--- config.mk ---
export PLATFORM = sky130hd
export DESIGN_NAME = priority_ready_queue_thread_states_core
export DESIGN_NICKNAME = d
export VERILOG_FILES = /design/src/rtl/core/prq_pkg.sv /design/src/rtl/core/priority_ready_queue_thread_states_core.sv /design/src/rtl/core/prq_ram.sv /design/src/rtl/core/prq_ctrl.sv
export VERILOG_INCLUDE_DIRS = /design/src /design/src/rtl/core
export SDC_FILE = /design/constraint.sdc
export NUM_CORES = 1
export LEC_CHECK = 0
export BUFFER_PORTS_ARGS = -buffer_cell sky130_fd_sc_hd__buf_4
export CORE_MARGIN = 1
export CORE_UTILIZATION = 58
export CTS_CLUSTER_DIAMETER = 80
export DETAILED_ROUTE_END_ITERATION = 12
export PLACE_DENSITY = 0.75
export SYNTH_ARGS = -nofsm -noshare
export SYNTH_HDL_FRONTEND = slang
export SYNTH_SLANG_ARGS = --single-unit
--- constraint.sdc ---
create_clock -name clk_i -period 8.6 [get_ports clk_i]
set_input_delay 0.86 -clock clk_i [delete_from_list [all_inputs] [get_ports clk_i]]
set_output_delay 0.86 -clock clk_i [all_outputs]
set_load 0.02 [all_outputs]
--- src/rtl/core/priority_ready_queue_thread_states_core_defines.svh ---
// assertion macros for the thread-state engine
`ifndef PRIORITY_READY_QUEUE_THREAD_STATES_CORE_DEFINES_SVH
`define PRIORITY_READY_QUEUE_THREAD_STATES_CORE_DEFINES_SVH

`ifndef NO_ASSERTIONS
`define PRQ_ASSERT(label, prop) \
  label: assert property (@(posedge clk_i) disable iff (!rst_ni) (prop)) \
    else $error("prq assertion failed");
`define PRQ_ASSERT_NEXT(label, ante, cons) \
  label: assert property (@(posedge clk_i) disable iff (!rst_ni) (ante) |=> (cons)) \
    else $error("prq assertion failed");
`else
`define PRQ_ASSERT(label, prop)
`define PRQ_ASSERT_NEXT(label, ante, cons)
`endif

`endif

--- src/rtl/core/prq_pkg.sv ---
`timescale 1ns / 1ps
package prq_pkg;

  localparam int unsigned TID_W      = 4;
  localparam int unsigned PRIO_W     = 3;
  localparam int unsigned PIDX_W     = PRIO_W + 1;
  localparam int unsigned PRIO_MAX   = 8;
  localparam int unsigned LINK_DEPTH = 16;
  localparam int unsigned IN_DATA_W  = 16;
  localparam int unsigned IN_USER_W  = 3;
  localparam int unsigned OUT_DATA_W = 16;

  typedef logic [TID_W-1:0]  tid_t;
  typedef logic [PRIO_W-1:0] prio_t;
  typedef logic [PIDX_W-1:0] pidx_t;

  typedef enum logic [2:0] {
    OP_RDY_INSERT = 3'd0,
    OP_RDY_REMOVE = 3'd1,
    OP_POP        = 3'd2,
    OP_FREE       = 3'd3,
    OP_ALLOC      = 3'd4,
    OP_BLOCK      = 3'd5,
    OP_UNBLOCK    = 3'd6,
    OP_QUERY      = 3'd7
  } mode_e;

  localparam logic [1:0] TS_READY    = 2'd0;
  localparam logic [1:0] TS_INACTIVE = 2'd1;
  localparam logic [1:0] TS_BLOCKED  = 2'd2;

  typedef struct packed {
    mode_e mode;
    tid_t  tid;
    prio_t priority_req;
    tid_t  running_thread;
  } prq_in_t;

  typedef struct packed {
    logic       status;
    tid_t       result_thread;
    logic [1:0] thread_state;
    logic       ready_empty;
    logic       free_empty;
  } prq_res_t;

  typedef struct packed {
    logic n_we;
    tid_t n_waddr;
    tid_t n_wdata;
    tid_t n_raddr;
    logic p_we;
    tid_t p_waddr;
    tid_t p_wdata;
    tid_t p_raddr;
  } prq_mem_req_t;

  // lowest set bit at or above from, PRIO_MAX if none
  function automatic pidx_t low_bit_from(logic [PRIO_MAX-1:0] v, pidx_t from);
    pidx_t r;
    r = PIDX_W'(PRIO_MAX);
    for (int i = PRIO_MAX - 1; i >= 0; i--) begin
      if (v[i] && (PIDX_W'(i) >= from)) r = PIDX_W'(i);
    end
    return r;
  endfunction

  function automatic prio_t high_bit(logic [PRIO_MAX-1:0] v);
    prio_t r;
    r = '0;
    for (int i = 0; i < PRIO_MAX; i++) begin
      if (v[i]) r = PRIO_W'(i);
    end
    return r;
  endfunction

  function automatic tid_t id_inc(tid_t t);
    return t + TID_W'(1);
  endfunction

  function automatic tid_t id_dec(tid_t t);
    return t - TID_W'(1);
  endfunction

endpackage

--- src/rtl/core/priority_ready_queue_thread_states_core.sv ---
// channel   dir  handshake                      payload
// s_axis    in   s_axis_tvalid / s_axis_tready  tdata: thread, priority, running; tuser: mode
// m_axis    out  m_axis_tvalid / m_axis_tready  tdata: status, thread, state, empty flags
//
// each word steps through the issue, A and done states, and a valid ready insert also through B
// the steps are set by the registered read of the next and prev link memories,
// followed by one or two write-back steps
// after reset all links read as zero through per-entry valid bits, the ready list and the
// free stack are empty, and a word can be taken at once
// a result waiting on m_axis holds the sequencer in its final step; the next word is taken
// in the cycle the result moves into the output register
`timescale 1ns / 1ps
`include "priority_ready_queue_thread_states_core_defines.svh"
module priority_ready_queue_thread_states_core import prq_pkg::*; #(
  parameter int unsigned THREADS    = 16,
  parameter int unsigned PRIORITIES = 8
) (
  input  logic                  clk_i,
  input  logic                  rst_ni,
  input  logic                  s_axis_tvalid,
  output logic                  s_axis_tready,
  input  logic [IN_DATA_W-1:0]  s_axis_tdata,  // tid, priority_req, running_thread
  input  logic [IN_USER_W-1:0]  s_axis_tuser,  // mode
  output logic                  m_axis_tvalid,
  input  logic                  m_axis_tready,
  output logic [OUT_DATA_W-1:0] m_axis_tdata   // status, result_thread, thread_state,
                                               // ready_empty, free_empty
);

  localparam int unsigned OUT_PAD = OUT_DATA_W - $bits(prq_res_t);

  prq_in_t      in_word;
  prq_res_t     res, out_q;
  prq_mem_req_t mem;
  logic         res_valid, res_ready, out_vld_q;
  tid_t         n_rdata, p_rdata;

  assign in_word.mode           = mode_e'(s_axis_tuser);
  assign in_word.tid            = s_axis_tdata[3:0];
  assign in_word.priority_req   = s_axis_tdata[6:4];
  assign in_word.running_thread = s_axis_tdata[10:7];

  prq_ctrl #(
    .THREADS    (THREADS),
    .PRIORITIES (PRIORITIES)
  ) u_ctrl (
    .clk_i       (clk_i),
    .rst_ni      (rst_ni),
    .in_valid_i  (s_axis_tvalid),
    .in_ready_o  (s_axis_tready),
    .in_i        (in_word),
    .res_valid_o (res_valid),
    .res_ready_i (res_ready),
    .res_o       (res),
    .mem_o       (mem),
    .n_rdata_i   (n_rdata),
    .p_rdata_i   (p_rdata)
  );

  prq_ram #(
    .WIDTH (TID_W),
    .DEPTH (LINK_DEPTH)
  ) u_next_ram (
    .clk_i   (clk_i),
    .we_i    (mem.n_we),
    .waddr_i (mem.n_waddr),
    .wdata_i (mem.n_wdata),
    .raddr_i (mem.n_raddr),
    .rdata_o (n_rdata)
  );

  prq_ram #(
    .WIDTH (TID_W),
    .DEPTH (LINK_DEPTH)
  ) u_prev_ram (
    .clk_i   (clk_i),
    .we_i    (mem.p_we),
    .waddr_i (mem.p_waddr),
    .wdata_i (mem.p_wdata),
    .raddr_i (mem.p_raddr),
    .rdata_o (p_rdata)
  );

  assign res_ready = !out_vld_q || m_axis_tready;

  always_ff @(posedge clk_i or negedge rst_ni) begin
    if (!rst_ni) begin
      out_vld_q <= 1'b0;
    end else if (res_ready) begin
      out_vld_q <= res_valid;
    end
  end

  always_ff @(posedge clk_i) begin
    if (res_valid && res_ready) begin
      out_q <= res;
    end
  end

  assign m_axis_tvalid = out_vld_q;
  assign m_axis_tdata  = {{OUT_PAD{1'b0}}, out_q.free_empty, out_q.ready_empty,
                          out_q.thread_state, out_q.result_thread, out_q.status};

  `PRQ_ASSERT_NEXT(a_result_loaded, res_valid && res_ready, m_axis_tvalid)

endmodule

--- src/rtl/core/prq_ram.sv ---
`timescale 1ns / 1ps
module prq_ram #(
  parameter int unsigned WIDTH = 4,
  parameter int unsigned DEPTH = 16
) (
  input  logic                     clk_i,
  input  logic                     we_i,
  input  logic [$clog2(DEPTH)-1:0] waddr_i,
  input  logic [WIDTH-1:0]         wdata_i,
  input  logic [$clog2(DEPTH)-1:0] raddr_i,
  output logic [WIDTH-1:0]         rdata_o
);

  logic [WIDTH-1:0] mem_q [DEPTH];

  always_ff @(posedge clk_i) begin
    if (we_i) begin
      mem_q[waddr_i] <= wdata_i;
    end
    rdata_o <= mem_q[raddr_i];
  end

endmodule

--- src/rtl/core/prq_ctrl.sv ---
`timescale 1ns / 1ps
`include "priority_ready_queue_thread_states_core_defines.svh"
module prq_ctrl import prq_pkg::*; #(
  parameter int unsigned THREADS    = 16,
  parameter int unsigned PRIORITIES = 8
) (
  input  logic         clk_i,
  input  logic         rst_ni,
  input  logic         in_valid_i,
  output logic         in_ready_o,
  input  prq_in_t      in_i,
  output logic         res_valid_o,
  input  logic         res_ready_i,
  output prq_res_t     res_o,
  output prq_mem_req_t mem_o,
  input  tid_t         n_rdata_i,
  input  tid_t         p_rdata_i
);

  localparam int unsigned PW  = $clog2(PRIORITIES);
  localparam int unsigned TW1 = TID_W + 1;
  localparam logic [TW1-1:0] THREADS_L = TW1'(THREADS);
  localparam pidx_t          PRIO_L    = PIDX_W'(PRIORITIES);

  localparam logic [2:0] S_IDLE  = 3'd0;
  localparam logic [2:0] S_ISSUE = 3'd1;
  localparam logic [2:0] S_A     = 3'd2;
  localparam logic [2:0] S_B     = 3'd3;
  localparam logic [2:0] S_DONE  = 3'd4;

  logic [2:0] st_q, st_d;
  logic [PRIORITIES-1:0] pv_q, pv_d;
  tid_t head_q, head_d;
  tid_t fh_q, fh_d;
  logic fe_q, fe_d;
  tid_t lop_q [PRIORITIES];
  logic [LINK_DEPTH-1:0] nvld_q, pvld_q;

  mode_e op_q, op_d;
  tid_t  t_q, t_d;
  prio_t p_q, p_d;
  tid_t  run_q, run_d;
  logic  go_q, go_d;
  logic  status_q, status_d;
  tid_t  res_q, res_d;
  logic [1:0] tst_q, tst_d;
  logic  hit_q, hit_d;
  tid_t  an_q, an_d;
  tid_t  nra_q, pra_q;

  logic          lop_we;
  logic [PW-1:0] lop_wa;
  tid_t          lop_wd;
  pidx_t         lop_ra;
  tid_t          lop_rd;

  logic accept, t_ok, p_ok;
  logic [PRIO_MAX-1:0] pv8;
  logic [PRIORITIES-1:0] pbit, pv_new;
  pidx_t p_ext, idx, low0, q, low_new;
  logic found, lowlt, q_ok, rm_clr, early;
  tid_t rn, rp;

  assign pv8    = PRIO_MAX'(pv_q);
  assign p_ext  = {1'b0, p_q};
  assign pbit   = PRIORITIES'(1) << p_q[PW-1:0];
  assign idx    = low_bit_from(pv8, p_ext);
  assign found  = idx < PRIO_L;
  assign low0   = low_bit_from(pv8, '0);
  assign lowlt  = low0 < idx;
  assign q      = low_bit_from(pv8, p_ext + PIDX_W'(1));
  assign q_ok   = q < PRIO_L;

  assign rn = nvld_q[nra_q] ? n_rdata_i : '0;
  assign rp = pvld_q[pra_q] ? p_rdata_i : '0;

  always_comb begin
    if (st_q == S_ISSUE && op_q == OP_RDY_REMOVE) begin
      lop_ra = p_ext;
    end else if (st_q == S_A && op_q == OP_RDY_REMOVE) begin
      lop_ra = q;
    end else begin
      lop_ra = idx;
    end
  end

  assign lop_rd = (lop_ra < PRIO_L) ? lop_q[lop_ra[PW-1:0]] : '0;

  assign rm_clr  = hit_q && ((head_q == t_q) || (q_ok && (lop_rd == rp)));
  assign pv_new  = rm_clr ? (pv_q & ~pbit) : pv_q;
  assign low_new = low_bit_from(PRIO_MAX'(pv_new), '0);
  assign early   = hit_q && (|pv_new) && (low_new >= p_ext);

  assign t_ok = {1'b0, in_i.tid} < THREADS_L;
  assign p_ok = {1'b0, in_i.priority_req} < PRIO_L;

  assign in_ready_o  = (st_q == S_IDLE) || (st_q == S_DONE && res_ready_i);
  assign res_valid_o = (st_q == S_DONE);
  assign accept      = in_valid_i && in_ready_o;

  assign res_o.status        = status_q;
  assign res_o.result_thread = res_q;
  assign res_o.thread_state  = tst_q;
  assign res_o.ready_empty   = ~|pv_q;
  assign res_o.free_empty    = fe_q;

  always_comb begin
    st_d     = st_q;
    pv_d     = pv_q;
    head_d   = head_q;
    fh_d     = fh_q;
    fe_d     = fe_q;
    op_d     = op_q;
    t_d      = t_q;
    p_d      = p_q;
    run_d    = run_q;
    go_d     = go_q;
    status_d = status_q;
    res_d    = res_q;
    tst_d    = tst_q;
    hit_d    = hit_q;
    an_d     = an_q;
    lop_we   = 1'b0;
    lop_wa   = p_q[PW-1:0];
    lop_wd   = t_q;
    mem_o         = '0;
    mem_o.n_raddr = t_q;
    mem_o.p_raddr = t_q;

    unique case (st_q)
      S_IDLE: begin
        if (accept) st_d = S_ISSUE;
      end
      S_ISSUE: begin
        st_d = S_A;
        unique case (op_q)
          OP_RDY_INSERT: begin
            mem_o.n_raddr = lop_rd;
          end
          OP_RDY_REMOVE: begin
            hit_d = (lop_rd == t_q);
          end
          OP_ALLOC: begin
            mem_o.n_raddr = fh_q;
            mem_o.p_raddr = fh_q;
          end
          OP_FREE: begin
            if (go_q) begin
              mem_o.n_we    = 1'b1;
              mem_o.n_waddr = t_q;
              mem_o.n_wdata = fe_q ? t_q : fh_q;
              mem_o.p_we    = 1'b1;
              mem_o.p_waddr = t_q;
              mem_o.p_wdata = t_q;
              fe_d          = 1'b0;
              fh_d          = t_q;
            end
          end
          OP_BLOCK: begin
            if (go_q) begin
              mem_o.n_we    = 1'b1;
              mem_o.n_waddr = t_q;
              mem_o.n_wdata = t_q;
              mem_o.p_we    = 1'b1;
              mem_o.p_waddr = t_q;
              mem_o.p_wdata = id_inc(t_q);
            end
          end
          OP_UNBLOCK: begin
            if (go_q) begin
              mem_o.n_we    = 1'b1;
              mem_o.n_waddr = t_q;
              mem_o.n_wdata = id_dec(t_q);
              mem_o.p_we    = 1'b1;
              mem_o.p_waddr = t_q;
              mem_o.p_wdata = id_inc(t_q);
            end
          end
          default: ;
        endcase
      end
      S_A: begin
        st_d = S_DONE;
        unique case (op_q)
          OP_RDY_INSERT: begin
            if (go_q) begin
              st_d = S_B;
              an_d = rn;
              if (found) begin
                mem_o.p_we    = 1'b1;
                mem_o.p_waddr = t_q;
                mem_o.p_wdata = lop_rd;
                mem_o.n_we    = 1'b1;
                mem_o.n_waddr = lop_rd;
                mem_o.n_wdata = t_q;
              end else begin
                mem_o.n_we    = 1'b1;
                mem_o.n_waddr = t_q;
                mem_o.n_wdata = (|pv_q) ? head_q : id_inc(t_q);
                if (|pv_q) begin
                  mem_o.p_we    = 1'b1;
                  mem_o.p_waddr = head_q;
                  mem_o.p_wdata = t_q;
                end
              end
            end
          end
          OP_RDY_REMOVE: begin
            if (go_q) begin
              pv_d = pv_new;
              if (hit_q && !rm_clr) begin
                lop_we = 1'b1;
                lop_wd = rp;
              end
              if (early) begin
                mem_o.n_we    = 1'b1;
                mem_o.n_waddr = rp;
                mem_o.n_wdata = id_inc(rp);
              end else if (|pv_new) begin
                if (head_q == t_q) begin
                  mem_o.p_we    = 1'b1;
                  mem_o.p_waddr = rn;
                  mem_o.p_wdata = id_dec(rn);
                  head_d        = rn;
                end else begin
                  mem_o.p_we    = 1'b1;
                  mem_o.p_waddr = rn;
                  mem_o.p_wdata = rp;
                  mem_o.n_we    = 1'b1;
                  mem_o.n_waddr = rp;
                  mem_o.n_wdata = rn;
                end
              end
            end
          end
          OP_ALLOC: begin
            if (fe_q || (rp != fh_q)) begin
              status_d = 1'b1;
            end else begin
              res_d = fh_q;
              if (rn == fh_q) begin
                fe_d = 1'b1;
              end else begin
                fh_d = rn;
              end
              mem_o.n_we    = 1'b1;
              mem_o.n_waddr = fh_q;
              mem_o.n_wdata = id_dec(fh_q);
              mem_o.p_we    = 1'b1;
              mem_o.p_waddr = fh_q;
              mem_o.p_wdata = id_inc(fh_q);
            end
          end
          OP_QUERY: begin
            if (go_q) begin
              if (rp == t_q) begin
                tst_d = TS_INACTIVE;
              end else if ((rn == t_q) && (t_q != run_q)) begin
                tst_d = TS_BLOCKED;
              end
            end
          end
          default: ;
        endcase
      end
      S_B: begin
        st_d = S_DONE;
        if (found) begin
          mem_o.n_we    = 1'b1;
          mem_o.n_waddr = t_q;
          if (lowlt) begin
            mem_o.n_wdata = an_q;
            mem_o.p_we    = 1'b1;
            mem_o.p_waddr = an_q;
            mem_o.p_wdata = t_q;
          end else begin
            mem_o.n_wdata = id_inc(t_q);
          end
        end else begin
          mem_o.p_we    = 1'b1;
          mem_o.p_waddr = t_q;
          mem_o.p_wdata = id_dec(t_q);
          head_d        = t_q;
        end
        lop_we = 1'b1;
        pv_d   = pv_q | pbit;
      end
      S_DONE: begin
        if (res_ready_i) st_d = accept ? S_ISSUE : S_IDLE;
      end
      default: st_d = S_IDLE;
    endcase

    if (accept) begin
      op_d     = in_i.mode;
      t_d      = in_i.tid;
      p_d      = in_i.priority_req;
      run_d    = in_i.running_thread;
      status_d = 1'b0;
      res_d    = '0;
      tst_d    = TS_READY;
      unique case (in_i.mode)
        OP_RDY_INSERT, OP_RDY_REMOVE: go_d = t_ok && p_ok;
        OP_POP: begin
          op_d     = OP_RDY_REMOVE;
          t_d      = head_q;
          p_d      = high_bit(pv8);
          go_d     = |pv_q;
          status_d = ~|pv_q;
          res_d    = (|pv_q) ? head_q : '0;
        end
        OP_ALLOC: go_d = 1'b1;
        default:  go_d = t_ok;
      endcase
    end
  end

  always_ff @(posedge clk_i or negedge rst_ni) begin
    if (!rst_ni) begin
      st_q   <= S_IDLE;
      pv_q   <= '0;
      head_q <= '0;
      fh_q   <= '0;
      fe_q   <= 1'b1;
      nvld_q <= '0;
      pvld_q <= '0;
      for (int i = 0; i < PRIORITIES; i++) begin
        lop_q[i] <= '0;
      end
    end else begin
      st_q   <= st_d;
      pv_q   <= pv_d;
      head_q <= head_d;
      fh_q   <= fh_d;
      fe_q   <= fe_d;
      if (mem_o.n_we) nvld_q[mem_o.n_waddr] <= 1'b1;
      if (mem_o.p_we) pvld_q[mem_o.p_waddr] <= 1'b1;
      if (lop_we) lop_q[lop_wa] <= lop_wd;
    end
  end

  always_ff @(posedge clk_i) begin
    op_q     <= op_d;
    t_q      <= t_d;
    p_q      <= p_d;
    run_q    <= run_d;
    go_q     <= go_d;
    status_q <= status_d;
    res_q    <= res_d;
    tst_q    <= tst_d;
    hit_q    <= hit_d;
    an_q     <= an_d;
    nra_q    <= mem_o.n_raddr;
    pra_q    <= mem_o.p_raddr;
  end

  `PRQ_ASSERT_NEXT(a_insert_sets_valid, st_q == S_B, pv_q != '0)
  `PRQ_ASSERT_NEXT(a_free_clears_empty, st_q == S_ISSUE && op_q == OP_FREE && go_q, !fe_q)
  `PRQ_ASSERT(a_status_source, !(res_valid_o && res_o.status) || op_q == OP_ALLOC || op_q == OP_RDY_REMOVE)

endmodule

==> impl_metrics.py, run 1 <==
metrics = {
    "outcome": {
        "outcome": "finished clean",
    },
    "cells_and_area": {
        "drive_above_1_share": 0.176,
        "syn_to_final_growth_pct": 9.54,
        "diodes": 0,
        "utilization": 0.651,
        "fill_cells": 1793,
        "fin_nets": 1280,
    },
    "route": {
        "drc": 0,
        "dr_total_vias": 10031,
        "routedWlPerCell_um": 22.1,
        "viasPerCell": 6.36,
        "ant_nets": 0,
        "wirelength_um": 34900,
        "firstDrtPassIters": 6,
        "drtIter0Drc": 1087,
    },
    "cts": {
        "clk_pin_slew_ps": 60,
        "numCtsBuffers": 27,
        "cts_tree": "yes",
        "cts_sinks": 265,
        "cts_resized": 0,
        "cts_hold_buf": 0,
        "h-tree-depth": 1,
        "post_cts_buffers": 0,
        "cts_buffer_depth": 3,
        "cts-root-buf": "clkbuf_16",
        "insertion_delay_ps": 560,
    },
    "global_routing": {
        "grt-ovfl-total": 0,
        "grt_pass1_wl_um": 54900,
        "grt_max_degree": 65,
        "antenna_found_initial": 0,
        "grt_usage": 0.290,
        "grt_pass1_vias": 9726,
    },
    "timing": {
        "final_hold_viol_count": 0,
        "finalMaxSlewViolations": 0,
        "fmax_mhz": 131,
        "finalSetupViolCount": 0,
        "relSlewSlack": 0.205,
        "rsz0062_at_grt": "false",
        "worst_pin_slew_ps": 1170,
        "period_share": 0.885,
        "worst_slack_ps": 986,
        "tns_ps": 0,
        "finClkSkew_ps": 19.9,
        "post-route-min-period_ps": 7610,
    },
    "logic_synthesis": {
        "synth_area_leaders": "edfxtp_1 (35%), dfrtp_1 (15%), mux4_2 (6.7%)",
        "ys_ff_latch": 265,
        "synth_top_area_frac": 0.346,
        "synth-main-ff-cell": "edfxtp_1",
        "synth.most_common_cell": "edfxtp_1",
        "synthesis.area_um2": 14000,
        "synth.distinct_cells": 86,
        "ys_seq_area_frac": 0.524,
        "synthTopCellsByCount": "edfxtp_1 (162), nand2_1 (110), nor2_1 (92)",
        "netlist_instances": 1215,
        "syn_avg_cell_area_um2": 11.6,
        "synth_edf_count": 162,
        "ys_warn_count": 0,
        "async_reset_ff_frac": 0.321,
        "yosysTopAreaCell": "edfxtp_1",
    },
    "worst_setup_path": {
        "ff2ff_setup_slack_ps": 990,
        "r2r_start": "u_ctrl.lop_wa[0]$_DFFE_PP_",
        "cp-end-kind": "flop",
        "critPathSlowestCell": "edfxtp_1",
        "critPathArrivalTime_ps": 7830,
        "cp_max_fo": 14,
        "critPathLaunch": "u_ctrl.lop_wa[0]$_DFFE_PP_",
        "path_common_cell": "inv_1",
        "slowest_delay_ps": 690,
        "start_kind": "flop",
        "path_class": "reg2reg",
        "crit_required_ps": 8820,
    },
    "min_path": {
        "hold_class": "in2async",
    },
    "floorplan": {
        "initial_core_util": 0.595,
        "fp.coreArea_um2": 23600,
        "row_count": 56,
        "die_w_um": 158,
        "pin_count": 41,
        "die_h_um": 158,
        "dieArea_um2": 24800,
    },
    "power_and_ir_drop": {
        "peakVddDrop_mv": 0.205,
        "power_density_nw_per_um2": 355,
        "leakage_nw": 5.77,
    },
    "job": {
        "maxCapViolCount": 0,
    },
    "placed_design": {
        "gp_congestion": 0.978,
        "hpwl_um": 24400,
        "pre_cts_slack_ps": 1160,
        "numPortBuffers": 28,
    },
}
## path summary, 6_finish.rpt
path,to,cells after the start
min reg2reg,m_axis_tdata[4]$_DFFE_PP_,0
max in group asynchronous,u_ctrl.nvld_q[5]$_DFFE_PN0P_,2
min in group clk_i,m_axis_tdata[4]$_DFFE_PP_,0
min,u_ctrl.pv8[1]$_DFFE_PN0P_,1
max reg2reg,u_next_ram.mem_q[2][0]$_DFFE_PP_,29
max,u_next_ram.mem_q[2][0]$_DFFE_PP_,29
## routing by layer
metal | global-route usage | share of wire | vias to the layer above
li1 | - | - | 4622
met1 | 0.399 | 0.42 | 4865
met2 | 0.479 | 0.48 | 459
met3 | 0.0367 | 0.068 | 85
met4 | 0.0985 | 0.032 | 0
met5 | 0 | 0 | -
## flip-flops by register name, indices dropped and copies added (netlist names), 2 cells and up
signal	count
u_prev_ram.mem_q	64
u_ctrl.lop_wa	3
u_ctrl.pv8	8
u_next_ram.mem_q	64
u_ctrl.pvld_q	16
u_next_ram.rdata_o	4
u_ctrl.nra_q	4
u_ctrl.nvld_q	16
u_ctrl.t_q	4
u_prev_ram.rdata_o	4
u_ctrl.op_q	3
u_ctrl.tst_q	2
u_ctrl.res_q	4
u_ctrl.an_q	4
u_ctrl.fh_q	4
u_ctrl.run_q	4
m_axis_tdata	9
u_ctrl.pra_q	4
u_ctrl.st_q	3
u_ctrl.lop_q	32
u_ctrl.head_q	4
## area by class of cell
| type | instances | area (um2) | area share |
|---|---|---|---|
| clock inverters | 10 | 91.3 | 0.00594 |
| multi-input cells | 838 | 6210 | 0.404 |
| flip-flops and latches | 265 | 7350 | 0.478 |
| inverters | 53 | 199 | 0.0129 |
| repair buffers | 52 | 390 | 0.0254 |
| clock buffers | 40 | 734 | 0.0478 |
| well taps | 319 | 399 | 0.0260 |
## critical path: cells and delay by family (launching register included)
family	cells	cell delay (ps)
AOI/OAI and AO/OA	12	2680
and+or+nand+nor	9	2310
buffers and inverters	5	770
xor gates and xnor gates	1	240
DFF	1	690
adders and majority gates	2	570
## power breakdown
group,internal (mW),total [mW],leakage [nW],switching [mW]
combinational,0.935,2.48,2.63,1.55
clock,0.623,1.10,0.395,0.479
sequential,1.65,1.87,2.75,0.224
## placed cells by master (no fill, tap or decap), types with 37 or more instances in the layout
| master | synthesis | routed |
|---|---|---|
| a21oi_1 | 57 | 56 |
| dfrtp_1 | 84 | 84 |
| o21ai_0 | 73 | 70 |
| mux4_2 | 42 | 42 |
| edfxtp_1 | 162 | 162 |
| nor2_1 | 92 | 92 |
| inv_1 | 48 | 48 |
| buf_4 | 8 | 52 |
| mux2_2 | 44 | 44 |
| nand2_1 | 110 | 110 |
| xnor2_1 | 37 | 37 |
## kinds of logic after synthesis
group | share of synthesized area
AOI/OAI and AO/OA | 0.163
buffers and inverters | 0.0366
and+or+nand+nor | 0.116
other | 0.000267
adders and majority gates | 0.0178
muxes | 0.118
xor gates and xnor gates | 0.0250
DFF | 0.524
## through the flow
stage                     std cells  instance area, um2  total power, mW  hold WS [ps]
after floorplan                1221               14100             3.65           400
after global placement         1527               14600             4.27           404
after detailed placement       1527               14600             4.32           405
after CTS                      1577               15400             5.43           206
after global routing           1577               15400             5.75           225
final                          1577               15400             5.46           211
Power figures use the tool's default switching activity.
==> run 2: changes to the inputs <==
clock period = 8.94 ns   (was 8.6 ns; I/O delays follow)
==> run 2 against run 1 <==
Against the previous run:
- cell area is 0.20% higher
- utilization is 0.13 points higher
- register-to-register slack worse by 60 ps
- critical endpoint is now u_next_ram.mem_q[1][1]$_DFFE_PP_
==> impl_metrics.py, run 2 (synthesized netlist as in run 1, its figures left out) <==
metrics = {
    "outcome": {
        "outcome": "finished clean",
    },
    "timing": {
        "finalMaxSlewViolations": 0,
        "rsz0062_at_grt": "false",
        "worst_pin_slew_ps": 1200,
        "post-route-min-period_ps": 8020,
        "fmax_mhz": 125,
        "finClkSkew_ps": 10.4,
        "final_hold_viol_count": 0,
        "finalSetupViolCount": 0,
        "period_share": 0.897,
        "tns_ps": 0,
        "relSlewSlack": 0.197,
        "hold_slack_ps": 230,
    },
    "cells_and_area": {
        "diodes": 0,
        "postLayoutCellArea_um2": 15400,
        "mostFrequentLayoutCell": "edfxtp_1",
        "fin_nets": 1278,
        "mostFrequentLayoutCells": "edfxtp_1 (162), nand2_1 (110), nor2_1 (92)",
        "syn_to_final_growth_pct": 9.75,
        "largestRegisters": "u_next_ram.mem_q: 64 flops, u_prev_ram.mem_q: 64 flops, u_ctrl.lop_q: 32 flops",
        "instances_no_fill": 1575,
        "drive_above_1_share": 0.180,
    },
    "cts": {
        "cts_sinks": 265,
        "cts_resized": 0,
        "post_cts_buffers": 0,
        "cts_buffer_depth": 3,
        "numCtsBuffers": 27,
        "clk_pin_slew_ps": 70,
        "insertion_delay_ps": 550,
        "cts-root-buf": "clkbuf_16",
        "cts_tree": "yes",
        "h-tree-depth": 1,
        "cts_hold_buf": 0,
    },
    "route": {
        "drc": 0,
        "drtIter0Drc": 1050,
        "firstDrtPassIters": 5,
        "ant_nets": 0,
        "routedWlPerCell_um": 21.9,
        "dr_total_vias": 10078,
        "wirelength_um": 34500,
        "viasPerCell": 6.40,
    },
    "global_routing": {
        "grt_pass1_vias": 9692,
        "grt-ovfl-total": 0,
        "grt_pass1_wl_um": 54100,
        "antenna_found_initial": 0,
        "grt_usage": 0.286,
        "grt_max_degree": 65,
    },
    "power_and_ir_drop": {
        "power_density_nw_per_um2": 341,
        "fin_total_pwr_mw": 5.26,
        "peakVddDrop_mv": 0.204,
        "leakage_nw": 5.80,
    },
    "placed_design": {
        "dpl_cell_area_um2": 14500,
        "dp_cells": 1525,
        "gp_congestion": 1.00,
        "hpwl_um": 24200,
        "numPortBuffers": 28,
    },
    "worst_setup_path": {
        "cp_top_family": "compound AO/OA/AOI/OAI gates",
        "crit_required_ps": 9150,
        "cp_num_buf_inv": 8,
        "cp-end-kind": "flop",
        "critPathSlowestCell": "o21ai_0",
        "path_common_cell": "buf_4",
        "path_class": "reg2reg",
        "ff2ff_setup_slack_ps": 920,
        "start_kind": "flop",
        "reg2reg_to": "u_next_ram.mem_q[1][1]$_DFFE_PP_",
        "cp_max_fo": 19,
        "critPathArrivalTime_ps": 8230,
        "reg2reg_depth": 32,
        "slowest_delay_ps": 630,
        "r2r_start": "u_ctrl.lop_wa[1]$_DFFE_PP_",
    },
    "min_path": {
        "hold_class": "in2async",
    },
    "floorplan": {
        "die_h_um": 158,
        "dieArea_um2": 24800,
        "die_w_um": 158,
        "fp.coreArea_um2": 23600,
        "pin_count": 41,
        "row_count": 56,
        "initial_core_util": 0.595,
    },
    "job": {
        "maxCapViolCount": 0,
    },
}
-- run 2: report_power, final --
part	total, mW	leakage, nW	internal, mW	switching, mW
sequential	1.80	2.75	1.58	0.216
combinational	2.36	2.62	0.887	1.47
clock	1.11	0.426	0.633	0.473
total	5.26	5.80	3.10	2.16
-- run 2: worst max-delay path by stage --
stage | start | end | slack [ps] | cells after the start
3_5_place_dp | u_ctrl.lop_wa[1]$_DFFE_PP_ | u_next_ram.mem_q[0][1]$_DFFE_PP_ | 1090 | 32
5_1_grt | u_ctrl.lop_wa[1]$_DFFE_PP_ | u_next_ram.mem_q[1][1]$_DFFE_PP_ | 450 | 32
6_report | u_ctrl.lop_wa[1]$_DFFE_PP_ | u_next_ram.mem_q[1][1]$_DFFE_PP_ | 920 | 32
4_1_cts | u_ctrl.lop_wa[1]$_DFFE_PP_ | u_next_ram.mem_q[1][1]$_DFFE_PP_ | 1040 | 32
3_3_place_gp | u_ctrl.lop_wa[1]$_DFFE_PP_ | u_next_ram.mem_q[0][1]$_DFFE_PP_ | 1240 | 32
2_1_floorplan | u_ctrl.lop_wa[1]$_DFFE_PP_ | u_next_ram.mem_q[0][0]$_DFFE_PP_ | 2210 | 30
-- run 2: per-stage QoR --
stage / worst slack [ps] / utilization
global route: 452 / 0.653
CTS: 1040 / 0.653
floorplan: 2210 / -
detailed placement: 1090 / 0.616
finish: 923 / 0.653
global placement: 1240 / 0.616
-- run 2: cell type report --
cell class,count,area [um2]
tap,319,399
sequential,265,7350
inverter,53,199
clock inverter,16,149
multi-input combinational,838,6210
clock buffer,34,722
fill,1777,8200
timing repair buffer,50,375
-- run 2: worst register-to-register path, delay by kind of cell (launching register included) --
kind,cells,cell delay (ps)
compound gates,13,3370
xor+xnor,1,200
fa+ha+maj,2,640
buf+inv,8,1500
flops,1,380
simple gates,8,1590
-- run 2: layer usage --
layer	GRT usage	part of all wire
met2	0.472	0.48
met1	0.390	0.42
met4	0.0800	0.025
met5	0.00828	0
met3	0.0501	0.072
